==> config.mk <==
export PLATFORM = sky130hd
export DESIGN_NAME = newton_backward_interpolator_unit
export DESIGN_NICKNAME = d
export VERILOG_FILES = /design/src/rtl/nbi_pkg.sv /design/src/rtl/newton_backward_interpolator_unit.sv /design/src/rtl/nbi_mul.sv /design/src/rtl/nbi_div.sv
export SDC_FILE = /design/constraint.sdc
export NUM_CORES = 2
export LEC_CHECK = 0
export ABC_AREA = 1
export BUFFER_PORTS_ARGS = -buffer_cell sky130_fd_sc_hd__buf_2
export CAP_MARGIN = 20
export CORE_MARGIN = 5
export CORE_UTILIZATION = 30
export CTS_BUF_LIST = sky130_fd_sc_hd__clkbuf_8
export DETAILED_ROUTE_END_ITERATION = 16
export REMOVE_ABC_BUFFERS = 1
export SLEW_MARGIN = 20
export SYNTH_ARGS = -nofsm -noshare
export SYNTH_HDL_FRONTEND = slang
export SYNTH_SLANG_ARGS = --single-unit
==> constraint.sdc <==
create_clock -name clk -period 12.5 [get_ports clk]
set_input_delay 1.875 -clock clk [delete_from_list [all_inputs] [get_ports clk]]
set_output_delay 1.875 -clock clk [all_outputs]
set_load 0.01 [all_outputs]
==> src/rtl/nbi_pkg.sv <==
`timescale 1ns / 1ps
`default_nettype none
// ----------------------------------------------------------------------------
// Newton backward interpolator package
// Shared types, operation and status codes, and the arithmetic limit.
// ----------------------------------------------------------------------------
package nbi_pkg;

  typedef enum logic [1:0] {
    OP_CLEAR = 2'd0,
    OP_LOAD  = 2'd1,
    OP_EVAL  = 2'd2,
    OP_NONE  = 2'd3
  } op_t;

  typedef enum logic [1:0] {
    ST_OK        = 2'd0,
    ST_FEW       = 2'd1,
    ST_ZERO_STEP = 2'd2,
    ST_SAT       = 2'd3
  } status_t;

  typedef enum logic [3:0] {
    S_IDLE,
    S_COPY,
    S_DIFF,
    S_DIVU_GO,
    S_DIVU_W,
    S_MULT_GO,
    S_MULT_W,
    S_MULC_GO,
    S_MULC_W,
    S_DIVC_GO,
    S_DIVC_W,
    S_FIN
  } state_t;

  typedef struct packed {
    logic        done;
    logic        sat;
    logic [63:0] value;
  } unit_res_t;

  localparam logic [63:0] LIMIT = 64'h2000_0000_0000_0000;

endpackage : nbi_pkg
`default_nettype wire

==> src/rtl/newton_backward_interpolator_unit.sv <==
// Clear and load are done on acceptance. Evaluate runs the difference table
// through the serial multiplier and divider; with fewer than two points or a
// zero step it answers at once. One item is in work at a time. Reset is
// synchronous and active low; it empties the store and clears the abscissas.
`timescale 1ns / 1ps
`default_nettype none
// ----------------------------------------------------------------------------
// Newton backward interpolator
// Stores equally spaced samples and evaluates the backward-difference
// interpolation polynomial at a query point under a small sequencer.
// ----------------------------------------------------------------------------
module newton_backward_interpolator_unit #(
  parameter int MAX_POINTS = 8,
  parameter int FRAC_BITS  = 16
) (
  input  wire logic        clk,
  input  wire logic        rst_n,
  input  wire logic        in_tvalid,
  output      logic        in_tready,
  input  wire logic [95:0] in_tdata,   // abscissa, ordinate, query_point
  input  wire logic [1:0]  in_tuser,   // operation
  output      logic        out_tvalid,
  input  wire logic        out_tready,
  output      logic [31:0] out_tdata,  // interpolated_value
  output      logic [1:0]  out_tuser   // status
);
  import nbi_pkg::*;

  localparam int CW = $clog2(MAX_POINTS + 1);
  localparam int IW = $clog2(MAX_POINTS);
  localparam int DW = 32 + MAX_POINTS;

  state_t state_r, state_nxt;

  logic signed [31:0] ord_r [MAX_POINTS];
  logic signed [DW-1:0] work_r [MAX_POINTS];
  logic signed [DW-1:0] dif_r [MAX_POINTS];
  logic [31:0] first_r, second_r, last_r, query_r;
  logic [CW-1:0] count_r, idx_r;
  logic [63:0] u_r, coef_r, sum_r;
  logic        sat_r;
  logic        out_valid_r;
  logic [31:0] out_value_r;
  logic [1:0]  out_status_r;

  logic        accept;
  op_t         op;
  logic [32:0] step;
  logic [32:0] qdiff;
  logic [IW-1:0] last_idx;
  logic [63:0] sum_add;
  logic [63:0] sum_clamped;
  logic        sum_sat;

  logic        mul_start, div_start;
  logic [63:0] mul_b, div_a, div_b;
  unit_res_t   mul_res, div_res;

  assign accept    = in_tvalid && in_tready;
  assign op        = op_t'(in_tuser);
  assign in_tready = (state_r == S_IDLE) && !out_valid_r;
  assign step      = {second_r[31], second_r} - {first_r[31], first_r};
  assign qdiff     = {query_r[31], query_r} - {last_r[31], last_r};
  assign last_idx  = IW'(count_r - CW'(1));

  assign out_tvalid = out_valid_r;
  assign out_tdata  = out_value_r;
  assign out_tuser  = out_status_r;

  nbi_mul #(.FRAC_BITS(FRAC_BITS)) u_mul (
    .clk(clk), .rst_n(rst_n), .start(mul_start),
    .op_a(coef_r), .op_b(mul_b), .res(mul_res)
  );

  nbi_div u_div (
    .clk(clk), .rst_n(rst_n), .start(div_start),
    .dividend(div_a), .divisor(div_b), .res(div_res)
  );

  always_comb begin
    state_nxt = state_r;
    unique case (state_r)
      S_IDLE: begin
        if (accept && op == OP_EVAL && count_r >= CW'(2) && step != 33'd0) begin
          state_nxt = S_COPY;
        end
      end
      S_COPY:    state_nxt = S_DIFF;
      S_DIFF: begin
        if (idx_r == count_r) begin
          state_nxt = S_DIVU_GO;
        end
      end
      S_DIVU_GO: state_nxt = S_DIVU_W;
      S_DIVU_W: begin
        if (div_res.done) begin
          state_nxt = S_MULT_GO;
        end
      end
      S_MULT_GO: state_nxt = S_MULT_W;
      S_MULT_W: begin
        if (mul_res.done) begin
          state_nxt = (idx_r + CW'(1) == count_r) ? S_FIN : S_MULC_GO;
        end
      end
      S_MULC_GO: state_nxt = S_MULC_W;
      S_MULC_W: begin
        if (mul_res.done) begin
          state_nxt = S_DIVC_GO;
        end
      end
      S_DIVC_GO: state_nxt = S_DIVC_W;
      S_DIVC_W: begin
        if (div_res.done) begin
          state_nxt = S_MULT_GO;
        end
      end
      S_FIN:     state_nxt = S_IDLE;
      default:   state_nxt = S_IDLE;
    endcase
  end

  always_comb begin
    mul_start = (state_r == S_MULT_GO) || (state_r == S_MULC_GO);
    div_start = (state_r == S_DIVU_GO) || (state_r == S_DIVC_GO);
    if (state_r == S_MULT_GO) begin
      mul_b = 64'(dif_r[idx_r[IW-1:0]]);
    end else begin
      mul_b = u_r + (64'(idx_r - CW'(1)) << FRAC_BITS);
    end
    if (state_r == S_DIVU_GO) begin
      div_a = 64'(signed'(qdiff)) << FRAC_BITS;
      div_b = 64'(signed'(step));
    end else begin
      div_a = coef_r;
      div_b = 64'(idx_r);
    end
    sum_add = sum_r + mul_res.value;
    sum_sat = 1'b0;
    sum_clamped = sum_add;
    if (!sum_add[63] && sum_add > LIMIT) begin
      sum_clamped = LIMIT;
      sum_sat     = 1'b1;
    end else if (sum_add[63] && (64'd0 - sum_add) > LIMIT) begin
      sum_clamped = 64'd0 - LIMIT;
      sum_sat     = 1'b1;
    end
  end

  always_ff @(posedge clk) begin
    if (accept && op == OP_LOAD && count_r < CW'(MAX_POINTS)) begin
      ord_r[count_r[IW-1:0]] <= in_tdata[63:32];
    end
    if (accept) begin
      query_r <= in_tdata[95:64];
    end
    for (int j = 0; j < MAX_POINTS; j++) begin
      if (state_r == S_COPY) begin
        work_r[j] <= DW'(ord_r[j]);
      end else if (state_r == S_DIFF && idx_r != count_r && CW'(j) >= idx_r && j > 0) begin
        work_r[j] <= work_r[j] - work_r[j-1];
      end
    end
    if (state_r == S_DIFF) begin
      dif_r[IW'(idx_r - CW'(1))] <= work_r[last_idx];
    end
    if (state_r == S_DIVU_W && div_res.done) begin
      u_r    <= div_res.value;
      coef_r <= div_res.value;
      sum_r  <= 64'(dif_r[0]);
    end
    if (state_r == S_MULT_W && mul_res.done) begin
      sum_r <= sum_clamped;
    end
    if (state_r == S_MULC_W && mul_res.done) begin
      coef_r <= mul_res.value;
    end
    if (state_r == S_DIVC_W && div_res.done) begin
      coef_r <= div_res.value;
    end
    if (state_r == S_IDLE && accept && op == OP_EVAL) begin
      out_value_r  <= '0;
      out_status_r <= (count_r < CW'(2)) ? ST_FEW : ST_ZERO_STEP;
    end
    if (state_r == S_FIN) begin
      if (!sum_r[63] && sum_r > 64'h0000_0000_7FFF_FFFF) begin
        out_value_r  <= 32'h7FFF_FFFF;
        out_status_r <= ST_SAT;
      end else if (sum_r[63] && sum_r < 64'hFFFF_FFFF_8000_0000) begin
        out_value_r  <= 32'h8000_0000;
        out_status_r <= ST_SAT;
      end else begin
        out_value_r  <= sum_r[31:0];
        out_status_r <= sat_r ? ST_SAT : ST_OK;
      end
    end
    if (!rst_n) begin
      state_r     <= S_IDLE;
      count_r     <= '0;
      idx_r       <= '0;
      first_r     <= '0;
      second_r    <= '0;
      last_r      <= '0;
      sat_r       <= 1'b0;
      out_valid_r <= 1'b0;
    end else begin
      state_r <= state_nxt;
      if (out_valid_r && out_tready) begin
        out_valid_r <= 1'b0;
      end
      if (state_r == S_IDLE && accept) begin
        unique case (op)
          OP_CLEAR: count_r <= '0;
          OP_LOAD: begin
            if (count_r < CW'(MAX_POINTS)) begin
              if (count_r == CW'(0)) begin
                first_r <= in_tdata[31:0];
              end
              if (count_r == CW'(1)) begin
                second_r <= in_tdata[31:0];
              end
              last_r  <= in_tdata[31:0];
              count_r <= count_r + CW'(1);
            end
          end
          OP_EVAL: begin
            sat_r <= 1'b0;
            if (count_r < CW'(2) || step == 33'd0) begin
              out_valid_r <= 1'b1;
            end
          end
          OP_NONE: ;
          default: ;
        endcase
      end
      if (state_r == S_COPY) begin
        idx_r <= CW'(1);
      end
      if (state_r == S_DIFF && idx_r != count_r) begin
        idx_r <= idx_r + CW'(1);
      end
      if (state_r == S_DIVU_W && div_res.done) begin
        idx_r <= CW'(1);
      end
      if (state_r == S_MULT_W && mul_res.done) begin
        sat_r <= sat_r | mul_res.sat | sum_sat;
        idx_r <= idx_r + CW'(1);
      end
      if (state_r == S_MULC_W && mul_res.done) begin
        sat_r <= sat_r | mul_res.sat;
      end
      if (state_r == S_FIN) begin
        out_valid_r <= 1'b1;
      end
    end
  end

endmodule : newton_backward_interpolator_unit
`default_nettype wire

==> src/rtl/nbi_mul.sv <==
`timescale 1ns / 1ps
`default_nettype none
// ----------------------------------------------------------------------------
// Serial fixed-point multiplier
// Shift-and-add signed product, scaled down by the fraction
// bits with the magnitude truncated and clamped to the internal limit.
// ----------------------------------------------------------------------------
module nbi_mul #(
  parameter int FRAC_BITS = 16
) (
  input  wire logic              clk,
  input  wire logic              rst_n,
  input  wire logic              start,
  input  wire logic [63:0]       op_a,
  input  wire logic [63:0]       op_b,
  output nbi_pkg::unit_res_t     res
);
  import nbi_pkg::*;

  logic [127:0] prod_r, prod_nxt;
  logic [63:0]  mag_a_r, mag_a_nxt;
  logic         neg_r, neg_nxt;
  logic [5:0]   cnt_r, cnt_nxt;
  logic         busy_r, busy_nxt;
  logic         done_r, done_nxt;
  logic [64:0]  acc;
  logic [63:0]  mag_b;
  logic [63:0]  rlo;
  logic         sat;
  logic [63:0]  r;

  always_comb begin
    mag_b     = op_b[63] ? (64'd0 - op_b) : op_b;
    acc       = {1'b0, prod_r[127:64]} + (prod_r[0] ? {1'b0, mag_a_r} : 65'd0);
    prod_nxt  = prod_r;
    mag_a_nxt = mag_a_r;
    neg_nxt   = neg_r;
    cnt_nxt   = cnt_r;
    busy_nxt  = busy_r;
    done_nxt  = 1'b0;
    if (start) begin
      mag_a_nxt = op_a[63] ? (64'd0 - op_a) : op_a;
      neg_nxt   = op_a[63] ^ op_b[63];
      prod_nxt  = {64'd0, mag_b};
      cnt_nxt   = '0;
      busy_nxt  = 1'b1;
    end else if (busy_r) begin
      prod_nxt = {acc, prod_r[63:1]};
      cnt_nxt  = cnt_r + 6'd1;
      if (cnt_r == 6'd63) begin
        busy_nxt = 1'b0;
        done_nxt = 1'b1;
      end
    end
  end

  always_ff @(posedge clk) begin
    prod_r  <= prod_nxt;
    mag_a_r <= mag_a_nxt;
    neg_r   <= neg_nxt;
    cnt_r   <= cnt_nxt;
    if (!rst_n) begin
      busy_r <= 1'b0;
      done_r <= 1'b0;
    end else begin
      busy_r <= busy_nxt;
      done_r <= done_nxt;
    end
  end

  always_comb begin
    rlo = prod_r[63 + FRAC_BITS:FRAC_BITS];
    sat = (|prod_r[127:64 + FRAC_BITS]) || (rlo > LIMIT);
    r   = sat ? LIMIT : rlo;
    res.done  = done_r;
    res.sat   = sat;
    res.value = neg_r ? (64'd0 - r) : r;
  end

endmodule : nbi_mul
`default_nettype wire

==> src/rtl/nbi_div.sv <==
`timescale 1ns / 1ps
`default_nettype none
// ----------------------------------------------------------------------------
// Serial signed divider
// Restoring division of magnitudes; the quotient is truncated towards zero.
// ----------------------------------------------------------------------------
module nbi_div (
  input  wire logic              clk,
  input  wire logic              rst_n,
  input  wire logic              start,
  input  wire logic [63:0]       dividend,
  input  wire logic [63:0]       divisor,
  output nbi_pkg::unit_res_t     res
);
  import nbi_pkg::*;

  logic [63:0] rem_r, rem_nxt;
  logic [63:0] quo_r, quo_nxt;
  logic [63:0] dv_r, dv_nxt;
  logic        neg_r, neg_nxt;
  logic [5:0]  cnt_r, cnt_nxt;
  logic        busy_r, busy_nxt;
  logic        done_r, done_nxt;
  logic [64:0] sh;
  logic [65:0] diff;

  always_comb begin
    sh       = {rem_r, quo_r[63]};
    diff     = {1'b0, sh} - {2'b00, dv_r};
    rem_nxt  = rem_r;
    quo_nxt  = quo_r;
    dv_nxt   = dv_r;
    neg_nxt  = neg_r;
    cnt_nxt  = cnt_r;
    busy_nxt = busy_r;
    done_nxt = 1'b0;
    if (start) begin
      quo_nxt  = dividend[63] ? (64'd0 - dividend) : dividend;
      dv_nxt   = divisor[63] ? (64'd0 - divisor) : divisor;
      neg_nxt  = dividend[63] ^ divisor[63];
      rem_nxt  = '0;
      cnt_nxt  = '0;
      busy_nxt = 1'b1;
    end else if (busy_r) begin
      if (!diff[65]) begin
        rem_nxt = diff[63:0];
        quo_nxt = {quo_r[62:0], 1'b1};
      end else begin
        rem_nxt = sh[63:0];
        quo_nxt = {quo_r[62:0], 1'b0};
      end
      cnt_nxt = cnt_r + 6'd1;
      if (cnt_r == 6'd63) begin
        busy_nxt = 1'b0;
        done_nxt = 1'b1;
      end
    end
  end

  always_ff @(posedge clk) begin
    rem_r <= rem_nxt;
    quo_r <= quo_nxt;
    dv_r  <= dv_nxt;
    neg_r <= neg_nxt;
    cnt_r <= cnt_nxt;
    if (!rst_n) begin
      busy_r <= 1'b0;
      done_r <= 1'b0;
    end else begin
      busy_r <= busy_nxt;
      done_r <= done_nxt;
    end
  end

  always_comb begin
    res.done  = done_r;
    res.sat   = 1'b0;
    res.value = neg_r ? (64'd0 - quo_r) : quo_r;
  end

endmodule : nbi_div
`default_nettype wire
==> Word level (Yosys, flattened, before mapping) <==
Memories as Yosys holds them, arrays and structs flattened. A register that Yosys moved wholly into a read port is not among the register bits.
Cells that the tools add are included.
{ "totals": {"ff_bits": 770, "mem_bits_rw": 896, "in_bits": 102, "out_inout_bits": 36, "elab_cells": 273, "mem_count": 3} }
{ "memory_table": {"columns": ["memory", "depth", "word_bits", "read_ports", "rd_ports_with_merged_regs", "wr", "line_no", "rtl"], "rows": [
  ["dif_r", 8, 40, 2, 1, 1, "newton_backward_interpolator_unit.sv:37", "logic signed [DW-1:0] dif_r [MAX_POINTS];"],
  ["work_r", 8, 40, 9, 0, 8, "newton_backward_interpolator_unit.sv:36", "logic signed [DW-1:0] work_r [MAX_POINTS];"],
  ["ord_r", 8, 32, 8, 0, 1, "newton_backward_interpolator_unit.sv:35", "logic signed [31:0] ord_r [MAX_POINTS];"]
]} }
{ "classes": {"n_addsub": 27, "magnitude_cmp": 15, "n_eq_ne": 25, "n_mux": 102, "bitwise": 14, "reduce_logical": 57} }
{ "op_table": {"columns": ["cell", "n"], "rows": [
  ["$mux 64", 21],
  ["$sub 1x64->64 const A", 7],
  ["$mux 40", 7],
  ["$sub 40x40->40", 7],
  ["$gt 64x62->1 const B", 3],
  ["$add 64x64->64", 2],
  ["$mux 32", 4],
  ["$mux 63", 2],
  ["$sub 32x32->33", 2],
  ["$sub 65x64->66", 1],
  ["$add 64x64->65", 1],
  ["$gt 64x31->1 const B", 1],
  ["$lt 64x64->1 const B", 1],
  ["$reduce_or 48->1", 1],
  ["$mux 1", 47],
  ["$mux 4", 11],
  ["$pmux 4 s10", 1],
  ["$logic_not 33->1", 1],
  ["$reduce_bool 33->1", 1],
  ["$logic_and 1x1->1", 26],
  ["$eq 4x3->1 const B", 4],
  ["$eq 4x4->1 const B", 4],
  ["$ge 3x4->1 const A", 4],
  ["$add 6x1->6 const B", 2],
  ["other kinds (36)", 79]
]} }

==> Logic depth before layout (Yosys ltp) <==
{ "depth": {"word_depth": 14, "mapped_depth": 49, "depth_no_buf": 47} }

==> Hierarchy <==
From an unflattened synthesis, not the netlist that was laid out.
{ "unflattened": {"hier_cells": 15645, "area_unflattened_um2": 116785.8} }
{ "modules_own_cells": {"columns": ["mod", "instances", "cells_per_inst", "area_per_inst_um2", "seq_area_each_um2"], "rows": [
  ["newton_backward_interpolator_unit", 1, 9254, 77373.0, 36675.2],
  ["nbi_div", 1, 3371, 20368.3, 5315.1],
  ["nbi_mul", 1, 3020, 19044.5, 5315.1]
]} }

==> Worst setup path before layout <==
OpenSTA, ideal clock, no wires.
{ "synth_path": {"path_kind": "input to register", "from": "input in_tvalid", "to": "memory ord_r[2][0] (enable)", "setup_time_ns": 0.461, "arrival_ns": 5.646, "required_ns": 12.039, "setup_slack_ns": 6.393, "stages": 6, "path_buffers": 0, "cell_sequence": "nand2_1 inv_1 nand2_1 nor3_1 nand2_1 nor3_1"} }
{ "synth_between": {"elab_chain_cells": 5} }
{ "synth_rtl": {"columns": ["element", "line_no", "rtl"], "rows": [
  ["from (decl)", "newton_backward_interpolator_unit.sv:18", "input wire logic in_tvalid,"],
  ["$logic_and 1x1->1", "newton_backward_interpolator_unit.sv:59", "assign accept = in_tvalid && in_tready;"],
  ["net accept", "newton_backward_interpolator_unit.sv:46", "logic accept;"],
  ["$logic_and 1x1->1 (2 in series)", "newton_backward_interpolator_unit.sv:151", "if (accept && op == OP_LOAD && count_r < CW'(MAX_POINTS)) begin"],
  ["$mux 1", "newton_backward_interpolator_unit.sv:151", null],
  ["$mux 1 (not written as such)", "newton_backward_interpolator_unit.sv:152", "ord_r[count_r[IW-1:0]] <= in_tdata[63:32];"],
  ["to (decl)", "newton_backward_interpolator_unit.sv:35", null]
]} }
The timed path passes the listed nets, and every way through them passes these cells.

==> Worst setup path in the final report <==
{ "layout_path": {"from": "register u_mul.prod_r[16]", "to": "register sum_r[45], data pin"} }
{ "layout_between": {"elab_chain_cells": 12, "elab_cells_between_ends": 15, "classes_between": "3 x add/sub; 3 x order compare; 5 x mux; 4 x reduce/logical"} }
{ "layout_rtl": {"columns": ["element", "line_no", "rtl"], "rows": [
  ["from (decl)", "nbi_mul.sv:20", "logic [127:0] prod_r, prod_nxt;"],
  ["from (signal assigned)", "nbi_mul.sv:58", "prod_r <= prod_nxt;"],
  ["$gt 64x62->1", "nbi_mul.sv:73", "sat = (|prod_r[127:64 + FRAC_BITS]) || (rlo > LIMIT);"],
  ["$logic_or 1x1->1", "nbi_mul.sv:73", null],
  ["$mux 64 *", "nbi_mul.sv:74", "r = sat ? LIMIT : rlo;"],
  ["$sub 1x64->64", "nbi_mul.sv:77", "res.value = neg_r ? (64'd0 - r) : r;"],
  ["$mux 64 *", "nbi_mul.sv:77", null],
  ["$add 64x64->64 *", "newton_backward_interpolator_unit.sv:138", "sum_add = sum_r + mul_res.value;"],
  ["$sub 1x64->64", "newton_backward_interpolator_unit.sv:144", "end else if (sum_add[63] && (64'd0 - sum_add) > LIMIT) begin"],
  ["$gt 64x62->1", "newton_backward_interpolator_unit.sv:144", null],
  ["$logic_and 1x1->1", "newton_backward_interpolator_unit.sv:144", null],
  ["$mux 64", "newton_backward_interpolator_unit.sv:144", null],
  ["$mux 64 *", "newton_backward_interpolator_unit.sv:141", "if (!sum_add[63] && sum_add > LIMIT) begin"],
  ["$mux 64 *", "newton_backward_interpolator_unit.sv:172", "if (state_r == S_MULT_W && mul_res.done) begin"],
  ["to (signal assigned)", "newton_backward_interpolator_unit.sv:170", "sum_r <= 64'(dif_r[0]);"],
  ["to (signal assigned)", "newton_backward_interpolator_unit.sv:173", "sum_r <= sum_clamped;"],
  ["to (decl)", "newton_backward_interpolator_unit.sv:40", "logic [63:0] u_r, coef_r, sum_r;"]
]} }
Every way passes the cells marked *; elsewhere a longest branch is shown, timed or not.
A chain may end at the register's enable or synchronous reset.

==> reports/results.ini <==
[job]
maxCapViolations=0

[clock_network]
cts_resized=0
cts_root_buf=clkbuf_8
clk_pin_slew_ns=0.06
clock_latency_ns=1.07
clock_sinks=1661
cts_buffers=308
hold_buffers=0
cts_tree=done
h-tree-depth=5
post_cts_buffers=0
cts.path.max_buffers=4

[logic_synthesis]
ys_seq_area_frac=0.435
synth.cell_area_um2=109000
synth_seq_cells=1661
syn_avg_cell_area_um2=7.95
yosys_warnings=0
async_reset_ff_frac=0
synth_most_common_cell=nand2_1
syn_inst=13700
synth_top_area_frac=0.387
synth_edf_count=1404
synthTopCellsByCount=2980 x nand2_1, 1766 x inv_1, 1454 x nor2_1
yosys-top-cells-area=edfxtp_1 39%, nand2_1 10%, ha_1 6.9%
synth.largest_area_cell=edfxtp_1
synth_cell_types=84
synthFlopType=edfxtp_1

[drt]
drt_iter0_drc=7217
ant_nets=0
viasPerCell=5.01
drc=0
vias=94800
wl_per_cell_um=19.4
drtPass1Iterations=6
finalWirelength_mm=367

[floorplan]
core_region_area_um2=362000
rows=221
die_w_um=612
die_area_um2=375000
ios=138
die_y_um=612
initial_utilization=0.301

[timing]
timing.hold.ws_ns=0.406
worst_pin_slew_ns=1.10
fin_crit_ns=8.05
report.final.slew_viol_count=0
slew_headroom=0.257
fin_skew_ns=0.130
fmax_mhz=124
hold_viol=0
finalCritPeriodShare=0.644
fin_tns_setup_ns=0
grt_setup_unrepaired=false
final-setup-viol-count=0

[global_routing]
grt_max_degree=113
grtUsageTotal=0.188
grt_pass1_wl_mm=550
grt-ovfl-total=0
grt_pass1_vias=90800
antenna_found_initial=19

[placed_design]
gp_congestion=0.987
post_dp_cell_area_um2=115000
hpwl_mm=285
numPortBuffers=137

[critical_path]
slowest_delay_ns=0.57
required_ns=13.27
crit_path_start_kind=flip-flop
cp-end-kind=flip-flop
critical_path_class=flip-flop to flip-flop
slowest_stage=edfxtp_1
crit_path_frequent_cell=nand2_1
arrival_ns=8.81
crit_fanout=81

[final_layout]
syn_to_final_growth_pct=11.5
drive_gt1_frac=0.0579
finalInstanceArea_um2=121000
layout.nets=14600

[pwr]
p_total_w=0.0217
power_density_nw_per_um2=179
irDropWorstVdd_v=0.000118
p_leak_nw=51.3

[outcome]
status=finished, final reports clean

[worst_hold_path]
hold_path.class=flip-flop to flip-flop

## cells by family (layout without fill, tap and decap cells)
family	count (synthesis)	after routing	share of synthesized area
AND/OR/NAND/NOR	5430	5430	0.204
AO/OA/AOI/OAI	3106	3106	0.158
buffers and inverters	2178	2587	0.0763
flip-flops	1661	1661	0.435
XOR/XNOR	679	679	0.0547
adder cells (fa/ha/maj)	616	616	0.0717
multiplexers	7	7	0.000655
other	1	43	0.0000345
## area by class of cell
class,count,area [µm²]
Timing Repair Buffer,242,1570
Clock buffer,332,4570
Inverter,1791,6730
Antenna cell,12,30.0
Clock inverter,222,1440
Fill cell,38100,241000
Multi-Input combinational cell,9869,53600
Sequential cell,1661,47300
Tap cell,4794,6000
## report_power, final
| group | switching, W | internal (W) | total (W) | leakage (nW) |
|---|---|---|---|---|
| combinational | 0.00609 | 0.00283 | 0.00892 | 33.1 |
| clock | 0.00249 | 0.00281 | 0.00530 | 3.36 |
| sequential | 0.000409 | 0.00702 | 0.00743 | 14.8 |
## registers in the layout (all words and copies together) (netlist names), 6 cells and up, named ones only
| name | cells |
|---|---|
| coef_r | 64 |
| dif_r | 320 |
| first_r | 32 |
| last_r | 32 |
| ord_r | 256 |
| out_tdata | 32 |
| query_r | 32 |
| second_r | 32 |
| sum_r | 64 |
| u_div.cnt_r | 6 |
| u_div.dv_r | 64 |
| u_div.quo_r | 64 |
| u_div.rem_r | 64 |
| u_mul.cnt_r | 6 |
| u_mul.mag_a_r | 64 |
| u_mul.prod_r | 128 |
| u_r | 64 |
| work_r | 312 |
## per-stage QoR
stage | cells | setup WS [ns] | utilization
2_1_floorplan | 13300 | 1.12 | -
3_3_place_gp | 18400 | 4.78 | 0.318
3_5_place_dp | 18400 | 4.72 | 0.318
4_1_cts | 18900 | 4.68 | 0.335
5_1_grt | 18900 | 3.79 | 0.335
6_report | 18900 | 4.45 | 0.335
## worst paths after layout
check                                   from                 endpoint  slack (ns)  depth (start not counted)
hold / removal        ord_r[0][14]$_DFFE_PP_  work_r[0][14]$_DFFE_PP_        0.41                          0
setup reg to reg  u_mul.prod_r[16]$_DFFE_PP_      sum_r[45]$_DFFE_PP_        4.45                         43
setup / recovery  u_mul.prod_r[16]$_DFFE_PP_      sum_r[45]$_DFFE_PP_        4.45                         43
hold reg to reg       ord_r[0][14]$_DFFE_PP_  work_r[0][14]$_DFFE_PP_        0.41                          0
## critical path, delay by kind of cell, from the launching register on
kind / cells / cell delay (ns)
xor gates and xnor gates: 2 / 0.43
adders and majority gates: 1 / 0.40
buffers and inverters: 4 / 1.03
and+or+nand+nor: 35 / 5.04
DFF: 1 / 0.57
AOI/OAI and AO/OA: 1 / 0.20
## layout by cell type, fill, tap and decap left out, types with 13 or more instances in the layout
master	n
a21oi_1	1167
o31ai_1	13
nand3b_1	28
o21bai_1	65
o211ai_1	77
nand3_1	492
ha_1	602
fa_1	13
nor4_1	79
nand4_1	123
nand2_1	2968
dfxtp_1	253
a221oi_1	30
a31oi_1	140
or2_2	50
buf_2	137
xor2_1	404
o22ai_1	25
nor3_1	155
o21ai_1	66
a21boi_0	21
buf_4	97
inv_2	20
inv_1	1839
a211oi_1	45
conb_1	31
nor2_4	21
clkbuf_8	332
edfxtp_1	1404
a32oi_1	31
o221ai_1	39
nor3_2	14
clkinv_1	81
clkinv_2	33
xnor2_1	274
nor2_1	1431
a21o_1	32
o21ai_0	1237
bufinv_16	17
o21a_1	41
## routing by layer
metal,vias up,wire length [µm],global-route usage,share of wire
met5,-,0,0,0
li1,46700,-,-,-
met2,2956,170000,0.313,0.46
met3,661,20400,0.0216,0.056
met4,0,19200,0.0872,0.052
met1,44400,157000,0.244,0.43
Power figures use the tool's default switching activity.
